### config.mk
export PLATFORM = sky130hd
export DESIGN_NAME = trc_div_cell
export DESIGN_NICKNAME = d
export VERILOG_FILES = /design/src/design/triangle_angle_right_check_unit_assert.svh /design/src/design/trc_pkg.sv /design/src/design/trc_div_cell.sv
export SDC_FILE = /design/constraint.sdc
export NUM_CORES = 1
export LEC_CHECK = 0
export BUFFER_PORTS_ARGS = -buffer_cell sky130_fd_sc_hd__buf_2
export CORE_MARGIN = 8
export CORE_UTILIZATION = 35
export DETAILED_ROUTE_END_ITERATION = 12
export PLACE_DENSITY = 0.6
export RECOVER_POWER = 100
export SYNTH_ARGS = -nofsm -noshare
export SYNTH_HDL_FRONTEND = slang
export SYNTH_SLANG_ARGS = --single-unit
### constraint.sdc
create_clock -name clk -period 1.7 [get_ports clk]
set_clock_uncertainty 0.05 [all_clocks]
set_input_delay 0.255 -clock clk [delete_from_list [all_inputs] [get_ports clk]]
set_output_delay 0.255 -clock clk [all_outputs]
set_load 0.01 [all_outputs]
### src/design/triangle_angle_right_check_unit_assert.svh
// Assertion macros for the triangle right-angle checker.
// Included by the top level; the macros expect clk and arst_n in scope.
`ifndef TRIANGLE_ANGLE_RIGHT_CHECK_UNIT_ASSERT_SVH
`define TRIANGLE_ANGLE_RIGHT_CHECK_UNIT_ASSERT_SVH
`ifndef SYNTHESIS
// property must hold at every clock edge out of reset
`define TRC_ASSERT(lbl, prop, msg) \
	lbl: assert property (@(posedge clk) disable iff (!arst_n) prop) else $error(msg);
// expression must never be true out of reset
`define TRC_NEVER(lbl, expr, msg) \
	lbl: assert property (@(posedge clk) disable iff (!arst_n) !(expr)) else $error(msg);
`else
`define TRC_ASSERT(lbl, prop, msg)
`define TRC_NEVER(lbl, expr, msg)
`endif
`endif

### src/design/trc_pkg.sv
// Shared types, constants and helpers of the triangle right-angle checker.
// No dependencies; used by the division cell, the arcsine cell and the top level.
package trc_pkg;

	localparam int SIDE_W       = 16;
	localparam int FRAC_BITS    = 16;
	localparam int INNER_FRAC   = 30;
	localparam int SERIES_TERMS = 10;
	localparam int DIV_CELLS    = FRAC_BITS;

	localparam logic [31:0] HALF_PI_INNER = 32'd1686629713;
	localparam logic [17:0] HALF_PI_OUT   = 18'd102944;
	localparam logic [17:0] COS_NEG_ONE   = 18'h30000;
	localparam logic [15:0] TOL_RESET     = 16'd1;

	// arcsine series coefficients (2i)!/(4^i (i!)^2 (2i+1)), Q.30
	localparam logic [30:0] ASIN_COEF [SERIES_TERMS] = '{
		31'd1073741824, 31'd178956971, 31'd80530637, 31'd47934903,
		31'd32622364,   31'd24021923,  31'd18632389, 31'd14994637,
		31'd12403652,   31'd10481448
	};

	typedef enum logic [1:0] {
		ERR_OK    = 2'd0,
		ERR_ZERO  = 2'd1,
		ERR_CLAMP = 2'd2
	} err_t;

	// one stage of the long-division chain
	typedef struct packed {
		logic        valid;
		logic        zero;
		logic        neg;
		logic        clamped;
		logic [31:0] ab;
		logic [31:0] rem;
		logic [17:0] quo;
	} div_stage_t;

	// one stage of the arcsine series chain
	typedef struct packed {
		logic        valid;
		logic        zero;
		logic        neg;
		logic        clamped;
		logic [16:0] cm;
		logic [30:0] x2;
		logic [61:0] pp;
		logic [61:0] tp;
		logic [31:0] sum;
	} asin_stage_t;

	// round half up from Q.60 to Q.30
	function automatic logic [31:0] rnd30(input logic [61:0] v);
		logic [61:0] t;
		t = v + (62'd1 << (INNER_FRAC - 1));
		return t[61:30];
	endfunction

endpackage

### src/design/trc_div_cell.sv
// One bit of the restoring division that forms the cosine magnitude.
// Depends on trc_pkg.
module trc_div_cell (
	input  logic               clk,
	input  logic               arst_n,
	input  logic               en,
	input  trc_pkg::div_stage_t d,
	output trc_pkg::div_stage_t q
);
	import trc_pkg::*;

	logic [32:0] dbl;
	logic [32:0] sub;
	logic        take;
	logic        vld_s1;
	div_stage_t  nxt;
	div_stage_t  pay_s1;

	// trial subtract of the doubled remainder
	assign dbl  = {d.rem, 1'b0};
	assign sub  = dbl - {1'b0, d.ab};
	assign take = dbl >= {1'b0, d.ab};

	// next remainder and quotient bit
	always_comb begin
		nxt     = d;
		nxt.rem = take ? sub[31:0] : dbl[31:0];
		nxt.quo = {d.quo[16:0], take};
	end

	always_ff @(posedge clk or negedge arst_n) begin
		if (!arst_n) begin
			vld_s1 <= 1'b0;
		end else if (en) begin
			vld_s1 <= d.valid;
		end
	end

	always_ff @(posedge clk) begin
		if (en) begin
			pay_s1 <= nxt;
		end
	end

	always_comb begin
		q       = pay_s1;
		q.valid = vld_s1;
	end

endmodule

Yosys cells after proc, flatten, opt, wreduce, memory -nomap -nowiden
Index checks and enable logic that the tools add are counted.

Output and inout port bits: 86. Flip-flop bits (word level): 86. Logic and storage cells: 11.

Add/subtract/negate cells: 1. Muxes and demuxes: 1. $lt $le $gt $ge: 1.

Operators with widths (number): $ge A33 B32 Y1 (1); $mux W32 (1); $sub A32 B32 Y32 (1).

Longest topological paths before layout
Word-level depth: 2. Mapped depth: 14.

Least setup slack after synthesis
Ideal clock, no wire load.

Kind: in2reg. Start point: input d[60] (netlist name). End point: register pay_s1 (netlist bit q[28]), data pin. Required time: 1390 ps. Stages: 13. Arrival: 2701 ps. Path slack: -1311 ps. Cell sequence: inv_1 -> ha_1 -> a211oi_2 -> nor2_1 -> or4b_4 -> o2111ai_2 -> a21oi_2 -> o21ai_4 -> and3_4 -> buf_12 -> inv_8 -> buf_12 -> mux2_4.

RTL lines: start, declared (line trc_div_cell.sv:7) `input trc_pkg::div_stage_t d,`; end signal, assigned (line trc_div_cell.sv:41) `pay_s1 <= nxt;`; end, declared (line trc_div_cell.sv:17) `div_stage_t pay_s1;`.

==> flow_metrics.py <==
metrics = {
    "worst_setup_path": {
        "required_ns": 1.75,
        "critPathMaxFanout": 28,
        "cp-end-kind": "flip-flop",
        "crit_type": "input pin to flip-flop",
        "cp-start-kind": "input pin",
        "critPathArrivalTime_ns": 2.66,
    },
    "sta": {
        "final_max_slew_viol_count": 0,
        "slew_headroom_pct": 46.7,
        "period_minus_slack_ns": 2.61,
        "fin_ws_ns": -0.909,
        "tightest_slew_ns": 0.800,
        "finalHoldViolations": 0,
        "post-route-period-util_pct": 153,
        "rsz0062_at_grt": "yes",
        "setup_viol": 33,
        "fmax_mhz": 383,
    },
    "synthesis": {
        "synthCells": 408,
        "synthFlopType": "edfxtp_1",
        "syn_avg_cell_area_um2": 12.3,
        "synth_seq_cells": 86,
        "ys_seq_area_share_pct": 51.4,
        "synth_top_area_cell": "edfxtp_1",
        "synth_top_area_share_pct": 50.9,
        "synth_warnings": 0,
        "yosysUniqueCellTypes": 58,
        "netlist_area_um2": 5010,
        "synth_edf_count": 85,
        "synth-async-reset-ratio_pct": 1.16,
        "syn-num-nets": 530,
        "ys_top_cells_by_area": "edfxtp_1 51%, ha_1 8.0%, mux2_4 5.7%",
    },
    "placement": {
        "port-buffer-count": 173,
        "pre_cts_slack_ns": -1.30,
        "dp_hpwl_mm": 11.5,
        "placed_cell_area_um2": 7000,
        "gp_congestion": 0.880,
    },
    "die": {
        "die_x_um": 136,
        "ios": 175,
        "dieArea_um2": 18400,
        "dieHeight_um": 136,
        "core_um2": 13900,
        "start_util_pct": 36.0,
        "rows": 43,
    },
    "grt": {
        "grt.overflow.total": 0,
        "use_met2_pct": 25.2,
        "use_met3_pct": 5.38,
        "track_usage_pct": 15.3,
        "grt_max_degree": 39,
        "grt_pass1_wl_mm": 22.3,
        "grt_pass1_vias": 4578,
        "antenna_found_initial": 0,
        "grt_use_met1_pct": 18.0,
        "busiest_layer": "met2",
    },
    "status": {
        "violations": "setup timing",
        "status": "complete, but fails checks",
    },
    "clock_network": {
        "cts_tree": "done",
        "htree_num_levels": 3,
        "cts_buffer_depth": 2,
        "cts_sinks": 86,
        "path_clk_slew_ns": 0.07,
        "root_buffer": "clkbuf_16",
        "clk_latency_ns": 0.35,
        "numCtsBuffers": 9,
    },
    "finish": {
        "nets": 832,
        "area_growth_pct": 49.9,
        "design_area_um2": 7520,
        "drive_gt1_share_pct": 40.0,
    },
    "power_and_ir_drop": {
        "peakVddDrop_uv": 459,
        "p_leak_nw": 3.25,
        "power_density_nw_per_um2": 924,
    },
    "run": {
        "maxCapViolations": 0,
    },
    "detailed_routing": {
        "first_pass_iters": 6,
        "num_vias": 4385,
        "wl_per_cell_um": 16.2,
        "drtIter0Drc": 155,
        "route.detailed.drc": 0,
        "postRouteWirelength_mm": 14.5,
        "postRouteAntennaNets": 0,
        "vias_per_cell": 4.89,
    },
    "min_path": {
        "min_path_type": "input pin to flip-flop",
    },
}
[cell type report]
cell class / count / area (µm²)
timing repair buffer: 305 / 1780
sequential: 86 / 2580
tap: 180 / 225
fill: 1254 / 6420
clock buffer: 9 / 225
antenna: 1 / 2.50
inverter: 36 / 150
multi-input combinational: 272 / 2430
clock inverter: 7 / 120
[metrics by stage]
stage               hold slack, ns  power, W  instances  setup TNS [ns]  util [%]
finish                      0.0301   0.00695        896          -28.54      53.9
CTS                         0.0123   0.00703        887          -27.29      54.0
detailed placement         -0.0198   0.00464        865          -41.59      50.2
global route                0.0143   0.00727        895          -29.95      53.9
floorplan                  -0.0906   0.00378        408          -34.04         -
global placement           -0.0208   0.00460        865          -39.40      50.2
[per-layer routing]
| metal | vias up | wire, µm |
|---|---|---|
| met4 | 0 | 187 |
| li1 | 2136 | - |
| met1 | 2100 | 6090 |
| met2 | 136 | 6880 |
| met5 | - | 0 |
| met3 | 13 | 1350 |
[final timing paths]
kind,startpoint,end,slack [ns],cells past startpoint
hold reg to reg,vld_s1,vld_s1,0.46,1
setup reg to reg,vld_s1,vld_s1,0.91,1
max in group asynchronous,arst_n,vld_s1,1.35,2
min in group asynchronous,arst_n,vld_s1,0.16,2
hold / removal,d[5],q[6],0.03,1
setup / recovery,d[27],q[28],-0.91,11
[power breakdown]
| part | total [W] | internal [W] | switching [W] |
|---|---|---|---|
| logic | 0.00197 | 0.00101 | 0.000966 |
| registers | 0.00268 | 0.00262 | 0.0000622 |
| clock network | 0.00229 | 0.00144 | 0.000845 |
| total | 0.00695 | 0.00507 | 0.00187 |
[synthesized netlist by cell type (3+ instances only)]
library cell,number
a21boi_0,4
o211ai_1,4
buf_12,3
nor2_1,18
nand3_1,6
ha_1,32
nand2b_1,3
edfxtp_1,85
nor2b_1,4
mux2_2,9
mux2_4,19
a21o_1,15
o31ai_1,6
or3_1,3
nor3_1,4
a211oi_1,3
clkbuf_1,9
o21a_1,7
nand4_1,12
xor2_1,11
a31oi_1,4
inv_1,35
and3_1,3
a21oi_1,23
and2_1,4
o21ai_0,18
xnor2_1,14
nand2_1,15
[worst max-delay path, stage by stage]
cell       delay (ns)
buf_8            0.10
ha_4             0.24
a211oi_4         0.27
nor2_2           0.09
or4b_4           0.52
o2111ai_4        0.25
a21oi_4          0.10
o21ai_4          0.14
and3_4           0.26
inv_12           0.10
mux2_4           0.32
[cells in the final DEF, fill, tap and decap left out, types with 6 or more instances in the layout]
cell type	synthesis	layout
a21o_1	15	15
a21oi_1	23	20
buf_2	0	65
buf_4	1	119
buf_6	0	11
clkbuf_1	9	103
clkbuf_16	0	9
edfxtp_1	85	85
ha_1	32	25
ha_4	0	7
inv_1	35	31
mux2_2	9	9
mux2_4	19	19
nand2_1	15	15
nand4_1	12	12
nor2_1	18	16
o21a_1	7	6
o21ai_0	18	15
xnor2_1	14	14
xor2_1	11	11
[registers in the layout, summed over array words and instances, names as in the netlist]
signal and flops:
q 85, vld_s1 1
[cells by family after synthesis]
kind of cell | count (synthesis) | share of synthesized area, %
DFF | 86 | 51.4
and+or+nand+nor | 82 | 8.76
adders and majority gates | 33 | 8.39
AOI/OAI and AO/OA | 102 | 14.0
muxes | 30 | 8.11
xor gates and xnor gates | 25 | 4.37
buffers and inverters | 50 | 4.94
[repair_timing]
| item | 4_1_cts | 5_1_grt |
|---|---|---|
| endpoints found under the hold margin | 1 | 0 |
| pin swaps | 6 | 13 |
| gates resized for setup | 26 | 23 |
| hold buffers | 1 | 0 |
| buffers inserted | 5 | 10 |
| endpoints found under the setup margin | 33 | 33 |
Power figures use the tool's default switching activity.
