<file path="config.mk">
export PLATFORM = sky130hd
export DESIGN_NAME = trc_asin_cell
export DESIGN_NICKNAME = d
export VERILOG_FILES = /design/src/design/triangle_angle_right_check_unit_assert.svh /design/src/design/trc_pkg.sv /design/src/design/trc_asin_cell.sv
export SDC_FILE = /design/constraint.sdc
export NUM_CORES = 2
export LEC_CHECK = 0
export BUFFER_PORTS_ARGS = -buffer_cell sky130_fd_sc_hd__clkbuf_2
export CORE_MARGIN = 2
export CORE_UTILIZATION = 40
export DETAILED_ROUTE_END_ITERATION = 10
export GPL_TIMING_DRIVEN = 1
export HOLD_SLACK_MARGIN = 0.12
export PLACE_DENSITY = 0.6
export SYNTH_ARGS = -nofsm -noshare
export SYNTH_HDL_FRONTEND = slang
export SYNTH_SLANG_ARGS = --single-unit
</file>
<file path="constraint.sdc">
create_clock -name clk -period 1 [get_ports clk]
set_clock_uncertainty 0.1 [all_clocks]
set_input_delay 0.2 -clock clk [delete_from_list [all_inputs] [get_ports clk]]
set_output_delay 0.2 -clock clk [all_outputs]
set_load 0.05 [all_outputs]
</file>
<file path="src/design/triangle_angle_right_check_unit_assert.svh">
// Assertion macros for the triangle right-angle checker.
// Included by the top level; the macros expect clk and arst_n in scope.
`ifndef TRIANGLE_ANGLE_RIGHT_CHECK_UNIT_ASSERT_SVH
`define TRIANGLE_ANGLE_RIGHT_CHECK_UNIT_ASSERT_SVH
`ifndef SYNTHESIS
// property must hold at every clock edge out of reset
`define TRC_ASSERT(lbl, prop, msg) \
	lbl: assert property (@(posedge clk) disable iff (!arst_n) prop) else $error(msg);
// expression must never be true out of reset
`define TRC_NEVER(lbl, expr, msg) \
	lbl: assert property (@(posedge clk) disable iff (!arst_n) !(expr)) else $error(msg);
`else
`define TRC_ASSERT(lbl, prop, msg)
`define TRC_NEVER(lbl, expr, msg)
`endif
`endif

</file>
<file path="src/design/trc_pkg.sv">
// Shared types, constants and helpers of the triangle right-angle checker.
// No dependencies; used by the division cell, the arcsine cell and the top level.
package trc_pkg;

	localparam int SIDE_W       = 16;
	localparam int FRAC_BITS    = 16;
	localparam int INNER_FRAC   = 30;
	localparam int SERIES_TERMS = 10;
	localparam int DIV_CELLS    = FRAC_BITS;

	localparam logic [31:0] HALF_PI_INNER = 32'd1686629713;
	localparam logic [17:0] HALF_PI_OUT   = 18'd102944;
	localparam logic [17:0] COS_NEG_ONE   = 18'h30000;
	localparam logic [15:0] TOL_RESET     = 16'd1;

	// arcsine series coefficients (2i)!/(4^i (i!)^2 (2i+1)), Q.30
	localparam logic [30:0] ASIN_COEF [SERIES_TERMS] = '{
		31'd1073741824, 31'd178956971, 31'd80530637, 31'd47934903,
		31'd32622364,   31'd24021923,  31'd18632389, 31'd14994637,
		31'd12403652,   31'd10481448
	};

	typedef enum logic [1:0] {
		ERR_OK    = 2'd0,
		ERR_ZERO  = 2'd1,
		ERR_CLAMP = 2'd2
	} err_t;

	// one stage of the long-division chain
	typedef struct packed {
		logic        valid;
		logic        zero;
		logic        neg;
		logic        clamped;
		logic [31:0] ab;
		logic [31:0] rem;
		logic [17:0] quo;
	} div_stage_t;

	// one stage of the arcsine series chain
	typedef struct packed {
		logic        valid;
		logic        zero;
		logic        neg;
		logic        clamped;
		logic [16:0] cm;
		logic [30:0] x2;
		logic [61:0] pp;
		logic [61:0] tp;
		logic [31:0] sum;
	} asin_stage_t;

	// round half up from Q.60 to Q.30
	function automatic logic [31:0] rnd30(input logic [61:0] v);
		logic [61:0] t;
		t = v + (62'd1 << (INNER_FRAC - 1));
		return t[61:30];
	endfunction

endpackage

</file>
<file path="src/design/trc_asin_cell.sv">
// One term of the arcsine Maclaurin series: rounds the incoming products,
// accumulates the term and forms the next odd power. Depends on trc_pkg.
module trc_asin_cell #(
	parameter int IDX = 0
) (
	input  logic                clk,
	input  logic                arst_n,
	input  logic                en,
	input  trc_pkg::asin_stage_t d,
	output trc_pkg::asin_stage_t q
);
	import trc_pkg::*;

	logic [31:0] p_r;
	logic [31:0] t_r;
	logic [30:0] p;
	logic        vld_s1;
	asin_stage_t nxt;
	asin_stage_t pay_s1;

	// previous products back to Q.30
	assign p_r = rnd30(d.pp);
	assign t_r = rnd30(d.tp);
	assign p   = p_r[30:0];

	// running sum, next power and this term
	always_comb begin
		nxt     = d;
		nxt.sum = d.sum + t_r;
		nxt.pp  = {31'd0, p} * {31'd0, d.x2};
		nxt.tp  = {31'd0, ASIN_COEF[IDX]} * {31'd0, p};
	end

	always_ff @(posedge clk or negedge arst_n) begin
		if (!arst_n) begin
			vld_s1 <= 1'b0;
		end else if (en) begin
			vld_s1 <= d.valid;
		end
	end

	always_ff @(posedge clk) begin
		if (en) begin
			pay_s1 <= nxt;
		end
	end

	always_comb begin
		q       = pay_s1;
		q.valid = vld_s1;
	end

endmodule

</file>
### Yosys cells after proc, flatten, opt, wreduce, memory -nomap -nowiden

Index checks and enable logic that the tools add are counted.

* add/sub/neg operators: 3
* multiply operators: 1
* div/mod/pow operators: 0
* magnitude comparators: 0
* equal/unequal tests: 0
* shift operators: 0
* muxes and demuxes: 0
* bitwise logic cells: 0
* reductions and logical operators: 0

Operators with widths (count)
* $add A62 B30 Y62 const B: 1
* $mul A31 B31 Y62: 1
* $add A61 B30 Y61 const B: 1
* $add A32 B32 Y32: 1

* flip-flop bits (word level): 177
* latch bits: 0
* memory bits (writable): 0
* bits in read-only memories: 0
* bits of input ports: 211
* memories kept: 0

### Depth between registers and ports, before layout

* depth after elaboration: 2
* depth in mapped cells: 36

### Worst setup path before layout

No wires, ideal clock.

* kind: input -> register
* start: in d[131] in the netlist's numbering
* end: reg pay_s1 (netlist bit q[146]) (data pin)
* library setup time: 0.263 ns
* arrival time: 7.968 ns
* setup slack: -7.331 ns
* cell stages on the path: 33
* path buffers: 2
* path through: and4_1 nand4_1 nor2_1 nand2_1 nor2_1 nand3_1 nor2_1 xor2_1 clkbuf_1 and2_1 fa_1 fa_1 inv_1 fa_1 fa_1 inv_1 fa_1 fa_1 fa_1 inv_1 fa_1 inv_1 ha_1 buf_4 nand4_2 or3_4 or3_4 o221ai_1 o21bai_2 o21ai_4 nand2b_2 o21ai_2 xor2_1

RTL lines
* from (decl): RTL line trc_asin_cell.sv:9 `input trc_pkg::asin_stage_t d,`
* to (signal assigned): RTL line trc_asin_cell.sv:44 `pay_s1 <= nxt;`
* to (decl): RTL line trc_asin_cell.sv:19 `asin_stage_t pay_s1;`

==> results by stage <==
Floorplan:
- The I/O pin total is 419.
- The die outline area is 101800 µm².
- The standard-cell row count is 115.
- Measured along the x axis, the die boundary spans 319.0 µm.
- The placeable core region is 98420 µm².
- The initial cell density of the core is 40.33%.
- In this run the vertical extent of the chip is 319.0 µm.

Synth:
- The number of warning messages in the yosys log is 0.
- Yosys instantiated no cell more often than fa_1.
- After synthesis, the share of flip-flops with an asynchronous set or reset is 0.5650%.
- The portion of synthesized cell area occupied by the leading cell type is 42.27%.
- Counting distinct cell types in the post-synthesis netlist gives 88.
- Of the synthesized area, sequential elements account for 13.38%.
- By count the netlist is led by 838 x fa_1, 824 x inv_1, 545 x nand2_1, 510 x and2_1, 288 x ha_1.
- A synthesized cell averages 9.678 µm².
- The cell area after synthesis is 39690 µm².
- Summed over all instances, the cell type with the most area after synthesis is fa_1.
- The flop and latch count out of synthesis is 177.
- The number of standard cells after synthesis is 4101.
- The leading register cell type out of synthesis is edfxtp_1.
- By area the synthesized netlist is led by fa_1 42%, edfxtp_1 13%, ha_1 9.1%.
- Counting flops with a built-in enable in the synthesized netlist gives 176.

Timing:
- Timing would allow up to 0.1238 GHz.
- The hold slack is -81.40 ps.
- At the pin with the least slew margin, the transition time is 579.4 ps.
- Setup repair after global routing could not meet its margin everywhere.
- The worst pin sits at a relative slew slack of 60.97%.
- The final setup violation count is 305.
- The hold violation count in the final report was 2.
- In the finished design, the share of the clock period the worst path needs comes to 807.6%.
- The number of max-slew violations in the final report is 0.
- Counting I/O delays and the setup requirement, the final critical path takes 8076 ps.
- The smallest setup slack after layout is -7076 ps.

Min path:
- In this run the most critical hold path is launched from d[0].
- The path type of the worst min-delay path is input pin to flip-flop.
- The end point of the worst hold path is q[0].
- The number of stages on the worst hold path is 2.

Placement:
- The number of buffers inserted by port buffering is 328.
- The total placed cells including tap cells is 6156.
- The post-detailed-placement half-perimeter wirelength is 101100 µm.
- The congestion estimate from routability-driven global placement came to 0.8826.
- After detailed placement, the total cell area comes to 48800 µm².

Clocking:
- The CTS tree is yes.
- After clock tree synthesis, the clock-pin slew on the worst setup and hold paths is 90 ps.
- The later pin in the worst-skew pair is clocked with a latency of 520 ps.
- The count of hold buffers inserted by post-cts repair is 44.
- The H-tree depth reported by CTS is 4.
- The worst-case clock buffer depth is 2.
- The cell sitting at the root of the clock tree is a clkbuf_16.
- The clock sink count is 177.
- Clock tree synthesis inserted a total of 17 buffers.

Setup path:
- The kind of cell with the highest combined delay along the critical path is adder cells.
- STA classifies the critical path endpoint as a flip-flop.
- Counting both buffers and inverters, the worst setup path holds a total of 10.
- The type of origin of the critical path is an input pin.
- Across all register-to-register paths, the minimum setup slack is 150 ps.
- The endpoint identified for the worst register-to-register timing path is vld_s1.
- The number of cells on the worst reg-to-reg path is 1.
- Of all nets on the critical path, the largest fanout is 12.
- For the worst setup path, the data arrival time is 8270 ps.
- The critical path's slowest cell is fa_2.
- The cell occurring most often along the worst timing path is fa_1.
- The worst register-to-register path begins at vld_s1.
- At the worst endpoint, the required time is 1190 ps.
- For this run, the slowest stage of the critical path takes 570 ps.
- The setup path with the least slack is of type input pin to flip-flop.

Run:
- Across the run, the number of max-cap violations was 0.

Detailed routing:
- In the routed design, unresolved DRC markers number 0.
- The routed layout has 31609 vias.
- The amount of wire on met3 after detailed routing is 4273 µm.
- The aggregate routed wire length is 124000 µm.
- The highest layer used for signal routing is met4.
- The total iterations of the first detailed-routing run is 7.
- The met1 routed wirelength after detailed routing is 48400 µm.
- The detailed-route vias per instance is 4.951.
- The wire length on met2 is 67190 µm.
- In the final routed layout, each cell accounts on average for 19.42 µm.
- For this block, the initial DRC count from the detailed router was 1724.
- The count of nets left with antenna violations once routing finished came out at 0.

Final layout:
- The net count of the finished layout is 6418.
- In the final layout, the share of cells above drive strength 1 is 33.06%.
- The final-layout fill cell count is 8578.
- The synthesis-to-layout area growth is 37.56%.
- The area used by multi-input combinational logic is 33630 µm².
- Across the whole layout, storage elements account for 5310 µm².
- The final instance area is 54600 µm².
- Once layout is complete, the cells apart from fillers number 6384.

Global routing:
- The total routing resource utilization after global routing is 24.65%.
- The initial antenna violation count came to 2.
- The first global-routing pass estimated 192700 µm of wire.
- The largest net degree at the start of global routing is 27.
- The total overflow reported by the global router is 0.
- The number of global-route vias before repair came to 34102.

Run status:
- The checks that failed: negative hold slack, negative setup slack.
- The flow ran to the end, but the final reports show violations.
## state kept, by name, summed over array words and instances, names as in the netlist
name and cells:
vld_s1 1, q 176
## layout by cell type (no fill, tap or decap), types with 46 or more instances in the layout
| cell | count |
|---|---|
| nor2_1 | 46 |
| buf_6 | 130 |
| and2_1 | 473 |
| nand2_1 | 500 |
| xnor2_1 | 52 |
| inv_1 | 788 |
| ha_4 | 68 |
| clkbuf_2 | 267 |
| fa_1 | 798 |
| edfxtp_1 | 176 |
| a21o_1 | 47 |
| buf_4 | 607 |
| buf_12 | 85 |
| ha_1 | 217 |
## metal layers
layer	global-route usage (%)	vias to the layer above
met5	0	-
met4	8.375	0
met3	2.375	179
met2	45.17	759
met1	30.23	16419
li1	-	14252
## per-stage QoR
step | util [%] | setup TNS [ps] | setup WS (ps) | hold slack (ps)
floorplan | - | -406340 | -7066 | -195.6
global placement | 49.58 | -502660 | -7617 | -123.6
detailed placement | 49.58 | -508640 | -7741 | -123.2
CTS | 53.95 | -498600 | -6980 | -149.2
global route | 55.47 | -515900 | -7298 | -109.9
finish | 55.47 | -494100 | -7076 | -81.40
## worst max path at each step
stage / slack, ps / startpoint / to / cells after the start
5_1_grt: -7300 / d[132] / q[151] / 36
6_report: -7080 / d[132] / q[151] / 36
2_1_floorplan: -7070 / d[131] / q[154] / 33
3_3_place_gp: -7620 / d[131] / q[152] / 32
3_5_place_dp: -7740 / d[131] / q[152] / 32
4_1_cts: -6980 / d[131] / q[154] / 36
## cells by family after synthesis
kind of cell | synth area share [%]
flops | 13.38
xor+xnor | 3.310
compound gates | 4.883
mux | 0.08196
fa+ha+maj | 51.35
buf+inv | 10.63
other cells | 0.009448
simple gates | 16.36
## timing repair
item | 4_1_cts | 5_1_grt
buffers inserted | 107 | 69
setup endpoints to repair | 293 | 303
pin swaps | 231 | 258
hold endpoints to repair | 62 | 8
gates cloned | 10 | 1
resized for setup | 449 | 281
## final cells by class
class	count	share of cell area, %
clock inverters	14	0.3460
inverters	824	5.665
repair buffers	1180	18.91
diodes	3	0.01375
flip-flops and latches	177	9.726
clock buffers	18	0.7860
multi-input cells	2881	61.61
well taps	1287	2.949
Power is not shown: default switching activity piles up to over one toggle a cycle in this logic, so the estimate is an artifact.
